==> src/rtl/core/mclbp_pkg.sv <==
// Package for the multi-channel LED breathing PWM block.
// Holds the breathing table, register indexes and reset values.
// No dependencies.
`default_nettype none

package mclbp_pkg;

  // Index and value widths of the breathing table.
  localparam int unsigned IdxW = 6;
  localparam int unsigned TableSlots = 64;
  localparam int unsigned LevelW = 8;

  // Configuration register indexes (byte address divided by four).
  localparam logic RegPwmPeriod = 1'b0;
  localparam logic RegStepInterval = 1'b1;

  // Register reset values.
  localparam logic [7:0] PwmPeriodRst = 8'd100;
  localparam logic [7:0] StepIntervalRst = 8'd200;

  // Breathing curve; slots past the curve read zero.
  localparam logic [LevelW-1:0] BreathTable [TableSlots] = '{
    8'd0, 8'd2, 8'd2, 8'd2, 8'd4, 8'd4, 8'd4, 8'd4, 8'd6, 8'd8, 8'd8, 8'd12,
    8'd14, 8'd18, 8'd22, 8'd28, 8'd36, 8'd46, 8'd56, 8'd68, 8'd78, 8'd90,
    8'd96, 8'd100, 8'd100, 8'd100, 8'd100, 8'd100, 8'd100, 8'd96,
    8'd90, 8'd78, 8'd68, 8'd56, 8'd46, 8'd36, 8'd28, 8'd22, 8'd18, 8'd14,
    8'd12, 8'd8, 8'd8, 8'd6, 8'd4, 8'd4, 8'd4, 8'd4, 8'd2, 8'd2, 8'd2, 8'd0,
    8'd0, 8'd0, 8'd0, 8'd0, 8'd0, 8'd0, 8'd0, 8'd0, 8'd0, 8'd0, 8'd0, 8'd0
  };

endpackage

`default_nettype wire

==> src/rtl/core/multi_channel_led_breathing_pwm.sv <==
// Top level of the multi-channel LED breathing PWM block.
// Depends on mclbp_pkg for the breathing table and register constants.
//
// Channel  | Direction | Handshake              | Fields
// ---------+-----------+------------------------+----------------------------------
// in       | input     | in_valid_i / in_stall_o | channel_enable_i[15:0]
// out      | output    | out_valid_o / out_stall_i | led_levels_o[15:0], counter_wrapped_o
// config   | input     | APB (psel, penable)    | pwm_period, step_interval
//
// One word is accepted per clock cycle while in_stall_o is low; its result appears
// after the input register and the result register. The channel compares
// against the table all sit between those two registers.
// Reset clears the counters and levels and sets channel i's index to 2*i modulo 64.
// A stalled result holds; one further word waits in the input register.
`default_nettype none

module multi_channel_led_breathing_pwm #(
  parameter int unsigned CHANNELS = 16,
  parameter int unsigned TABLE_LENGTH = 52
) (
  input  wire logic        clk_i,
  input  wire logic        rst_ni,
  // Input word channel
  input  wire logic        in_valid_i,
  output logic             in_stall_o,
  input  wire logic [15:0] channel_enable_i,
  // Result word channel
  output logic             out_valid_o,
  input  wire logic        out_stall_i,
  output logic [15:0]      led_levels_o,
  output logic             counter_wrapped_o,
  // Configuration port
  input  wire logic        psel,
  input  wire logic        penable,
  input  wire logic        pwrite,
  input  wire logic [2:0]  paddr,
  input  wire logic [31:0] pwdata,
  output logic [31:0]      prdata,
  output logic             pready
);

  localparam int unsigned IdxW = mclbp_pkg::IdxW;
  localparam int unsigned LevelW = mclbp_pkg::LevelW;
  localparam int unsigned EnW = (CHANNELS < 16) ? CHANNELS : 16;

  // Configuration registers.
  logic [7:0] pwm_period_q, step_interval_q;
  logic       cfg_wr;

  assign pready = 1'b1;
  assign cfg_wr = psel && penable && pwrite;

  always_ff @(posedge clk_i or negedge rst_ni) begin
    if (!rst_ni) begin
      pwm_period_q    <= mclbp_pkg::PwmPeriodRst;
      step_interval_q <= mclbp_pkg::StepIntervalRst;
    end else if (cfg_wr) begin
      if (paddr[2] == mclbp_pkg::RegPwmPeriod) begin
        pwm_period_q <= pwdata[7:0];
      end else begin
        step_interval_q <= pwdata[7:0];
      end
    end
  end

  always_comb begin
    prdata = 32'd0;
    case (paddr[2])
      mclbp_pkg::RegPwmPeriod:    prdata = {24'd0, pwm_period_q};
      mclbp_pkg::RegStepInterval: prdata = {24'd0, step_interval_q};
      default:                    prdata = 32'd0;
    endcase
  end

  // Handshake: the input register moves on when the result register is free.
  logic        s1_valid_q;
  logic [15:0] s1_enable_q;
  logic        out_free, s1_adv, in_acc;

  assign out_free   = !out_valid_o || !out_stall_i;
  assign s1_adv     = s1_valid_q && out_free;
  assign in_stall_o = s1_valid_q && !out_free;
  assign in_acc     = in_valid_i && !in_stall_o;

  always_ff @(posedge clk_i or negedge rst_ni) begin
    if (!rst_ni) begin
      s1_valid_q <= 1'b0;
    end else if (in_acc) begin
      s1_valid_q <= 1'b1;
    end else if (s1_adv) begin
      s1_valid_q <= 1'b0;
    end
  end

  always_ff @(posedge clk_i) begin
    if (in_acc) begin
      s1_enable_q <= channel_enable_i;
    end
  end

  // Shared counters for the word in the input register.
  logic [7:0] pwm_count_q, pwm_count_d, pwm_inc;
  logic [7:0] step_count_q, step_count_d;
  logic       wrap, step_fire;

  assign wrap      = pwm_count_q >= pwm_period_q;
  assign pwm_inc   = pwm_count_q + 8'd1;
  assign step_fire = !wrap && (step_count_q >= step_interval_q);

  always_comb begin
    pwm_count_d  = pwm_count_q;
    step_count_d = step_count_q;
    if (wrap) begin
      pwm_count_d = 8'd0;
    end else begin
      pwm_count_d  = pwm_inc;
      step_count_d = step_fire ? 8'd0 : step_count_q + 8'd1;
    end
  end

  always_ff @(posedge clk_i or negedge rst_ni) begin
    if (!rst_ni) begin
      pwm_count_q  <= 8'd0;
      step_count_q <= 8'd0;
    end else if (s1_adv) begin
      pwm_count_q  <= pwm_count_d;
      step_count_q <= step_count_d;
    end
  end

  // Per-channel table index, table lookup and level compare.
  logic [CHANNELS-1:0] level_bits_q, level_new;

  for (genvar i = 0; i < CHANNELS; i++) begin : g_chan
    localparam logic [IdxW-1:0] IdxRst = IdxW'((2 * i) % mclbp_pkg::TableSlots);
    logic [IdxW-1:0]   idx_q, idx_d;
    logic [LevelW-1:0] tval;
    logic              adv_en;

    assign tval = ({1'b0, idx_q} < (IdxW + 1)'(TABLE_LENGTH))
                ? mclbp_pkg::BreathTable[idx_q] : '0;
    assign level_new[i] = pwm_inc <= tval;

    if (i < EnW) begin : g_en
      assign adv_en = step_fire && s1_enable_q[i];
    end else begin : g_no_en
      assign adv_en = 1'b0;
    end

    always_comb begin
      idx_d = idx_q;
      if (adv_en) begin
        if ({1'b0, idx_q} >= (IdxW + 1)'(TABLE_LENGTH - 1)) begin
          idx_d = '0;
        end else begin
          idx_d = idx_q + IdxW'(1);
        end
      end
    end

    always_ff @(posedge clk_i or negedge rst_ni) begin
      if (!rst_ni) begin
        idx_q <= IdxRst;
      end else if (s1_adv) begin
        idx_q <= idx_d;
      end
    end
  end

  // Levels hold on a wrapping tick.
  logic [CHANNELS-1:0] level_bits_d;
  assign level_bits_d = wrap ? level_bits_q : level_new;

  always_ff @(posedge clk_i or negedge rst_ni) begin
    if (!rst_ni) begin
      level_bits_q <= '0;
    end else if (s1_adv) begin
      level_bits_q <= level_bits_d;
    end
  end

  // Map channel levels onto the 16-bit result field.
  logic [15:0] led_levels_d;
  for (genvar b = 0; b < 16; b++) begin : g_map
    if (b < CHANNELS) begin : g_on
      assign led_levels_d[b] = level_bits_d[b];
    end else begin : g_off
      assign led_levels_d[b] = 1'b0;
    end
  end

  // Result register.
  always_ff @(posedge clk_i or negedge rst_ni) begin
    if (!rst_ni) begin
      out_valid_o <= 1'b0;
    end else if (s1_adv) begin
      out_valid_o <= 1'b1;
    end else if (!out_stall_i) begin
      out_valid_o <= 1'b0;
    end
  end

  always_ff @(posedge clk_i) begin
    if (s1_adv) begin
      led_levels_o      <= led_levels_d;
      counter_wrapped_o <= wrap;
    end
  end

endmodule

`default_nettype wire
==> config.mk <==
export PLATFORM = sky130hd
export DESIGN_NAME = multi_channel_led_breathing_pwm
export DESIGN_NICKNAME = d
export VERILOG_FILES = /design/src/rtl/core/mclbp_pkg.sv /design/src/rtl/core/multi_channel_led_breathing_pwm.sv
export SDC_FILE = /design/constraint.sdc
export NUM_CORES = 1
export LEC_CHECK = 0
export BUFFER_PORTS_ARGS = -buffer_cell sky130_fd_sc_hd__buf_2
export CORE_UTILIZATION = 55
export DETAILED_ROUTE_END_ITERATION = 8
export PLACE_DENSITY_LB_ADDON = 0.12
export SYNTH_ARGS = -nofsm -noshare
export SYNTH_HDL_FRONTEND = slang
export SYNTH_SLANG_ARGS = --single-unit
==> constraint.sdc <==
create_clock -name clk_i -period 3.35 [get_ports clk_i]
set_input_delay 0.67 -clock clk_i [delete_from_list [all_inputs] [get_ports clk_i]]
set_output_delay 0.67 -clock clk_i [all_outputs]
set_load 0.02 [all_outputs]
Word level (Yosys, flattened, before mapping)
Memory sizes are Yosys's and may differ from the RTL's.
Cells that the tools add are included.
- muxes and demuxes: 72
- $add $sub $neg: 18
- bitwise operators: 18
- $lt $le $gt $ge: 66
- reductions and logical operators: 48
- equal/unequal tests: 1
- operators by type and width (kind ; count):
    2-to-1 mux 8 bit ; 50
    <= comparator 8 bit ; 16
    greater-or-equal comparator 7 bit (second input constant) ; 16
    NOT 6 -> 7 bit ; 16
    adder 6 x 1 -> 6 bit (second input constant) ; 16
    greater-or-equal comparator 6 bit (second input constant) ; 16
    less-than comparator 6 bit (second input constant) ; 16
    2-to-1 mux 6 bit ; 16
    one-hot mux 32 bit (2 select lines) ; 1
    AND reduction 2 bit ; 19
    logical AND 1 bit ; 22
    adder 8 x 1 -> 8 bit (second input constant) ; 2
    greater-or-equal comparator 8 bit ; 2
    2-to-1 mux 16 bit ; 1
    zero test 1 bit ; 5
    2-to-1 mux 1 bit ; 4
    inequality test 2 x 1 -> 1 bit (second input constant) ; 1
    NOT 1 bit ; 2
    nonzero test 2 bit ; 1
    logical OR 1 bit ; 1
- bits in registers: 179
- memories: 16
- output and inout port bits: 52
- ROM bits: 8192
- memories (name ; depth ; width ; rd ports ; clocked after memory_dff ; wr ports ; RTL line ; text):
    (no name shown) ; 64 ; 8 ; 1 ; 0 ; 0 ; multi_channel_led_breathing_pwm.sv:141 ; ? mclbp_pkg::BreathTable[idx_q] : '0;
    (no name shown) ; 64 ; 8 ; 1 ; 0 ; 0 ; multi_channel_led_breathing_pwm.sv:141 ;
    (no name shown) ; 64 ; 8 ; 1 ; 0 ; 0 ; multi_channel_led_breathing_pwm.sv:141 ;
    (no name shown) ; 64 ; 8 ; 1 ; 0 ; 0 ; multi_channel_led_breathing_pwm.sv:141 ;
    (no name shown) ; 64 ; 8 ; 1 ; 0 ; 0 ; multi_channel_led_breathing_pwm.sv:141 ;
    (no name shown) ; 64 ; 8 ; 1 ; 0 ; 0 ; multi_channel_led_breathing_pwm.sv:141 ;
    10 more memories ; - ; - ; - ; - ; - ; - ;

Depth between registers and ports, before layout
- depth in word-level cells: 7
- gate-level depth with buffers: 14
- gate-level depth less buffers: 14

Least setup slack after synthesis
OpenSTA, ideal clock, no wires.
- path kind: reg2reg
- start point: reg g_chan[13].idx_q[1]
- end point: reg led_levels_o[13] (data pin)
- library setup time: 0.267 ns
- cell stages (with the launch flop): 13
- required time: 3.083 ns
- path slack: 0.522 ns
- data arrival time: 2.562 ns
- cells stage by stage: dfstp_2 clkbuf_1 inv_1 ha_1 mux2_2 a221oi_1 a31oi_1 ha_1 nor2b_1 o21a_1 o211ai_1 a21oi_1 o21ai_0
- word-level cells in the longest chain between the ends: 7
- elaborated cells on any way between the ends: 8
- those cells by class: 2 x order compare; 4 x mux; 1 x bitwise; 1 x memory
- ends and longest elaborated chain (item ; RTL line ; text):
    start, declared ; multi_channel_led_breathing_pwm.sv:136 ; logic [IdxW-1:0] idx_q, idx_d;
    start signal, assigned ; multi_channel_led_breathing_pwm.sv:163 ; idx_q <= IdxRst;
    start signal, assigned ; multi_channel_led_breathing_pwm.sv:165 ; idx_q <= idx_d;
    NOT 6 -> 7 bit (implied by the code) ; multi_channel_led_breathing_pwm.sv:141 ;
    memory (64 x 8 bit) ; - ;
    2-to-1 mux 8 bit (implied by the code) (2 in series) ; multi_channel_led_breathing_pwm.sv:141 ;
    2-to-1 mux 8 bit * ; multi_channel_led_breathing_pwm.sv:141 ;
    <= comparator 8 bit * ; multi_channel_led_breathing_pwm.sv:142 ; assign level_new[i] = pwm_inc <= tval;
    2-to-1 mux 16 bit * ; multi_channel_led_breathing_pwm.sv:172 ; assign level_bits_d = wrap ? level_bits_q : level_new;
    net led_levels_d[13] ; multi_channel_led_breathing_pwm.sv:183 ; logic [15:0] led_levels_d;
    end signal, assigned ; multi_channel_led_breathing_pwm.sv:205 ; led_levels_o <= led_levels_d;
    end, declared ; multi_channel_led_breathing_pwm.sv:30 ; output logic [15:0] led_levels_o,
Mark *: on every way through the listed nets, which the timed path passes. The rest lies on a longest branch. The select of a mux whose other input is x is not followed.
A chain may end at the register's enable or synchronous reset.

Final worst setup path
- start point: reg g_chan[0].idx_q[1]
- end point: reg led_levels_o[0] (data pin)
- word-level cells in the longest chain between the ends: 7
- elaborated cells on any way between the ends: 8
- those cells by class: 2 x order compare; 4 x mux; 1 x bitwise; 1 x memory
- ends and longest elaborated chain (item ; RTL line):
    start, declared ; multi_channel_led_breathing_pwm.sv:136
    start signal, assigned ; multi_channel_led_breathing_pwm.sv:163
    start signal, assigned ; multi_channel_led_breathing_pwm.sv:165
    NOT 6 -> 7 bit (implied by the code) ; multi_channel_led_breathing_pwm.sv:141
    memory (64 x 8 bit) ; -
    2-to-1 mux 8 bit (implied by the code) (2 in series) ; multi_channel_led_breathing_pwm.sv:141
    2-to-1 mux 8 bit * ; multi_channel_led_breathing_pwm.sv:141
    <= comparator 8 bit * ; multi_channel_led_breathing_pwm.sv:142
    2-to-1 mux 16 bit * ; multi_channel_led_breathing_pwm.sv:172
    net led_levels_d[0] ; multi_channel_led_breathing_pwm.sv:183
Marks and branches as above.

==> flow_metrics.tcl <==
set metrics [dict create \
    status "complete, no violations" \
    crit_type "flip-flop to flip-flop" \
    synth-seq-cells 179 \
    synth_cell_type_count 79 \
    synth_common_cells "258 x ha_1, 188 x o21ai_0, 183 x nand2_1, 153 x nor2_1, 136 x a21oi_1" \
    holdBufCountCts 0 \
    synth_seq_area_share_pct 25.32 \
    dr.pass1.iters 5 \
    fin_worst_skew_ns 0.01285 \
    place_congestion 0.9115 \
    routed-wl-met3_mm 2.531 \
    critical-path-top-delay-family "compound AO/OA/AOI/OAI gates" \
    fin_nets 2544 \
    route.met2.wl_mm 22.66 \
    cp_slowest_cell "dfrtp_1" \
    required_ns 3.63 \
    cap_violations 0 \
    grtUsageTotal_pct 28.49 \
    vias 16810 \
    yosys.cell_count.top_type "ha_1" \
    path_max_fanout 9 \
    antenna_left 0 \
    htreeDepth 4 \
    clock.fmax_mhz 321.9 \
    finalMaxSlewViolations 0 \
    cts_sinks 179 \
    insertion_delay_ns 0.47 \
    synth_top_flop_cell "dfrtp_1" \
    max_slew_margin_pct 44.86 \
    ir_drop_uv 488.6 \
    floorplan.initialDensity_pct 56.39 \
    grt_pass1_vias 15790 \
    fp-row-count 66 \
    clk_path_buf_depth 2 \
    clockRootBuffer "clkbuf_16" \
    die_w_um 185.6 \
    post-route-period-util_pct 92.74 \
    die_h_um 185.6 \
    max_stage_delay_ns 0.54 \
    remaining_drc_errors 0 \
    cts_inserted_buffers 17 \
    p_leak_uw 0.008570 \
    rsz0062_at_grt "false" \
    post-route-util_pct 60.59 \
    final_cell_area_um2 19910 \
    die_area_um2 34430 \
    drt_first_iter_violations 1069 \
    path_cells "inv_1 > ha_1 > mux2_2 > a221oi_1 > a21oi_1 > ha_1 > nor2b_1 > o21a_1 > o211ai_1 > a21oi_1 > o21ai_0" \
    critPathArrivalTime_ns 3.39 \
    wirelength_mm 47.94 \
    critPathCaptureType "flip-flop" \
    synth_top_area_share_pct 17.42 \
    synth.area.top_cells "ha_1 17%, dfrtp_1 15%, dfstp_2 5.4%" \
    min_period_ns 3.107 \
    drive_above_1_share_pct 12.45 \
    setup_violations 0 \
    critical_path_buf_inv_count 1 \
    grt_pass1_wl_mm 79.42 \
    cts.clk_slew.worst_paths_ns 0.08 \
    grt_overflow 0 \
    routedWlPerCell_um 17.87 \
    avgSynthCellArea_um2 8.296 \
    tritoncts "done" \
    setup_tns_ns 0 \
    post_cts_buffers 0 \
    synth-edff-count 33 \
    yosysTopAreaCell "ha_1" \
    area_growth_pct 7.446 \
    viasPerCell 6.264 \
    worst_pin_slew_ns 0.8167 \
    met1_length_mm 21.50 \
    place_hpwl_mm 33.70 \
    final_hold_viol_count 0 \
    grt_max_degree 72 \
    powerDensity_nw_per_um2 1008 \
    port_buffers 58 \
    cts_resized 0 \
    core_um2 32870 \
    syn_area_um2 18530 \
    ios 110 \
    antenna_found_initial 0 \
    synthCells 2234 \
    cp-start-kind "flip-flop" \
    placed_area_um2 19290 \
    highest_layer "met4" \
    ys_async_sr_fraction_pct 81.56 \
    antenna_cells 0 \
    yosysWarningCount 0 \
    hold_class "primary input to asynchronous set/reset pin" \
]
cell usage in the layout, fill, tap and decap left out, types with 28 or more instances in the layout:
master | Yosys | final
ha_1 | 258 | 258
o21ai_0 | 188 | 188
nand2_1 | 183 | 183
nor2_1 | 153 | 152
a21oi_1 | 136 | 135
inv_1 | 114 | 114
dfrtp_1 | 108 | 108
mux2i_1 | 68 | 68
nand3_1 | 68 | 68
nand2b_1 | 57 | 57
buf_2 | 5 | 57
buf_4 | 29 | 57
nor2b_1 | 56 | 56
a31oi_1 | 52 | 52
mux2_2 | 51 | 51
o22ai_1 | 41 | 41
o31ai_1 | 42 | 41
nor3_1 | 39 | 39
dfstp_2 | 38 | 38
nand4_1 | 35 | 35
xnor2_1 | 36 | 33
edfxtp_1 | 33 | 33
a211oi_1 | 29 | 29
o21a_1 | 28 | 28
layer usage:
layer / vias to the layer above / global-route usage [%]
met5: - / 0
met4: 0 / 10.20
met3: 91 / 3.620
met2: 550 / 47.07
met1: 8024 / 38.11
li1: 8141 / -
per-stage QoR:
| step | worst slack, ns | power, uW | hold WS [ns] | cells |
|---|---|---|---|---|
| 2_1_floorplan | 0.5217 | 14280 | 0.3744 | 2257 |
| 3_3_place_gp | 0.3377 | 17230 | 0.4596 | 2651 |
| 3_5_place_dp | 0.2192 | 17690 | 0.4706 | 2651 |
| 4_1_cts | 0.1971 | 19970 | 0.2483 | 2683 |
| 5_1_grt | 0.001797 | 22050 | 0.2781 | 2683 |
| 6_report | 0.2432 | 20070 | 0.2293 | 2683 |
area by class of cell:
cell class | instances | area (um2)
fillers | 2906 | 12950
multi-input cells | 1794 | 12810
flip-flops and latches | 179 | 4692
repair buffers | 119 | 804.5
well taps | 442 | 553.0
clock buffers | 20 | 446.7
inverters | 117 | 439.2
clock inverters | 12 | 167.7
path summary, 6_finish.rpt:
check                           cells after the start                  to  slack (ns)           startpoint
worst max-delay path                               11     led_levels_o[0]        0.24   g_chan[0].idx_q[1]
worst min-delay path                                1  step_interval_q[1]        0.23               rst_ni
worst max register to register                     11     led_levels_o[0]        0.24   g_chan[0].idx_q[1]
worst min register to register                      2    level_bits_q[11]        0.48     level_bits_q[11]
max in group asynchronous                           2  g_chan[7].idx_q[1]        2.36               rst_ni
min in group clk_i                                  1      s1_enable_q[1]        0.38  channel_enable_i[1]
power by group:
part           internal [uW]  switching (uW)  leakage [uW]
logic                   5640            7380       0.00623
clock network           1210             968      0.000295
registers               3250            1620       0.00204
total                  10100            9970       0.00857
kinds of logic (layout without fill, tap and decap cells):
kind of cell,Yosys count,in the layout,synth area share (%)
buffers and inverters,284,268,6.542
XOR/XNOR,41,41,1.938
flip-flops,179,179,25.32
other,2,25,0.04052
adder cells (fa/ha/maj),258,258,17.42
AO/OA/AOI/OAI,680,680,23.72
AND/OR/NAND/NOR,668,668,17.97
multiplexers,122,122,7.055
registers in the layout, summed over array words and instances (netlist names):
register           flops
counter_wrapped_o      1
s1_enable_q           16
out_valid_o            1
s1_valid_q             1
led_levels_o          16
level_bits_q          16
pwm_period_q           8
g_chan.idx_q          96
step_count_q           8
pwm_count_q            8
step_interval_q        8
Note: power is estimated with default switching activity, not from simulation.
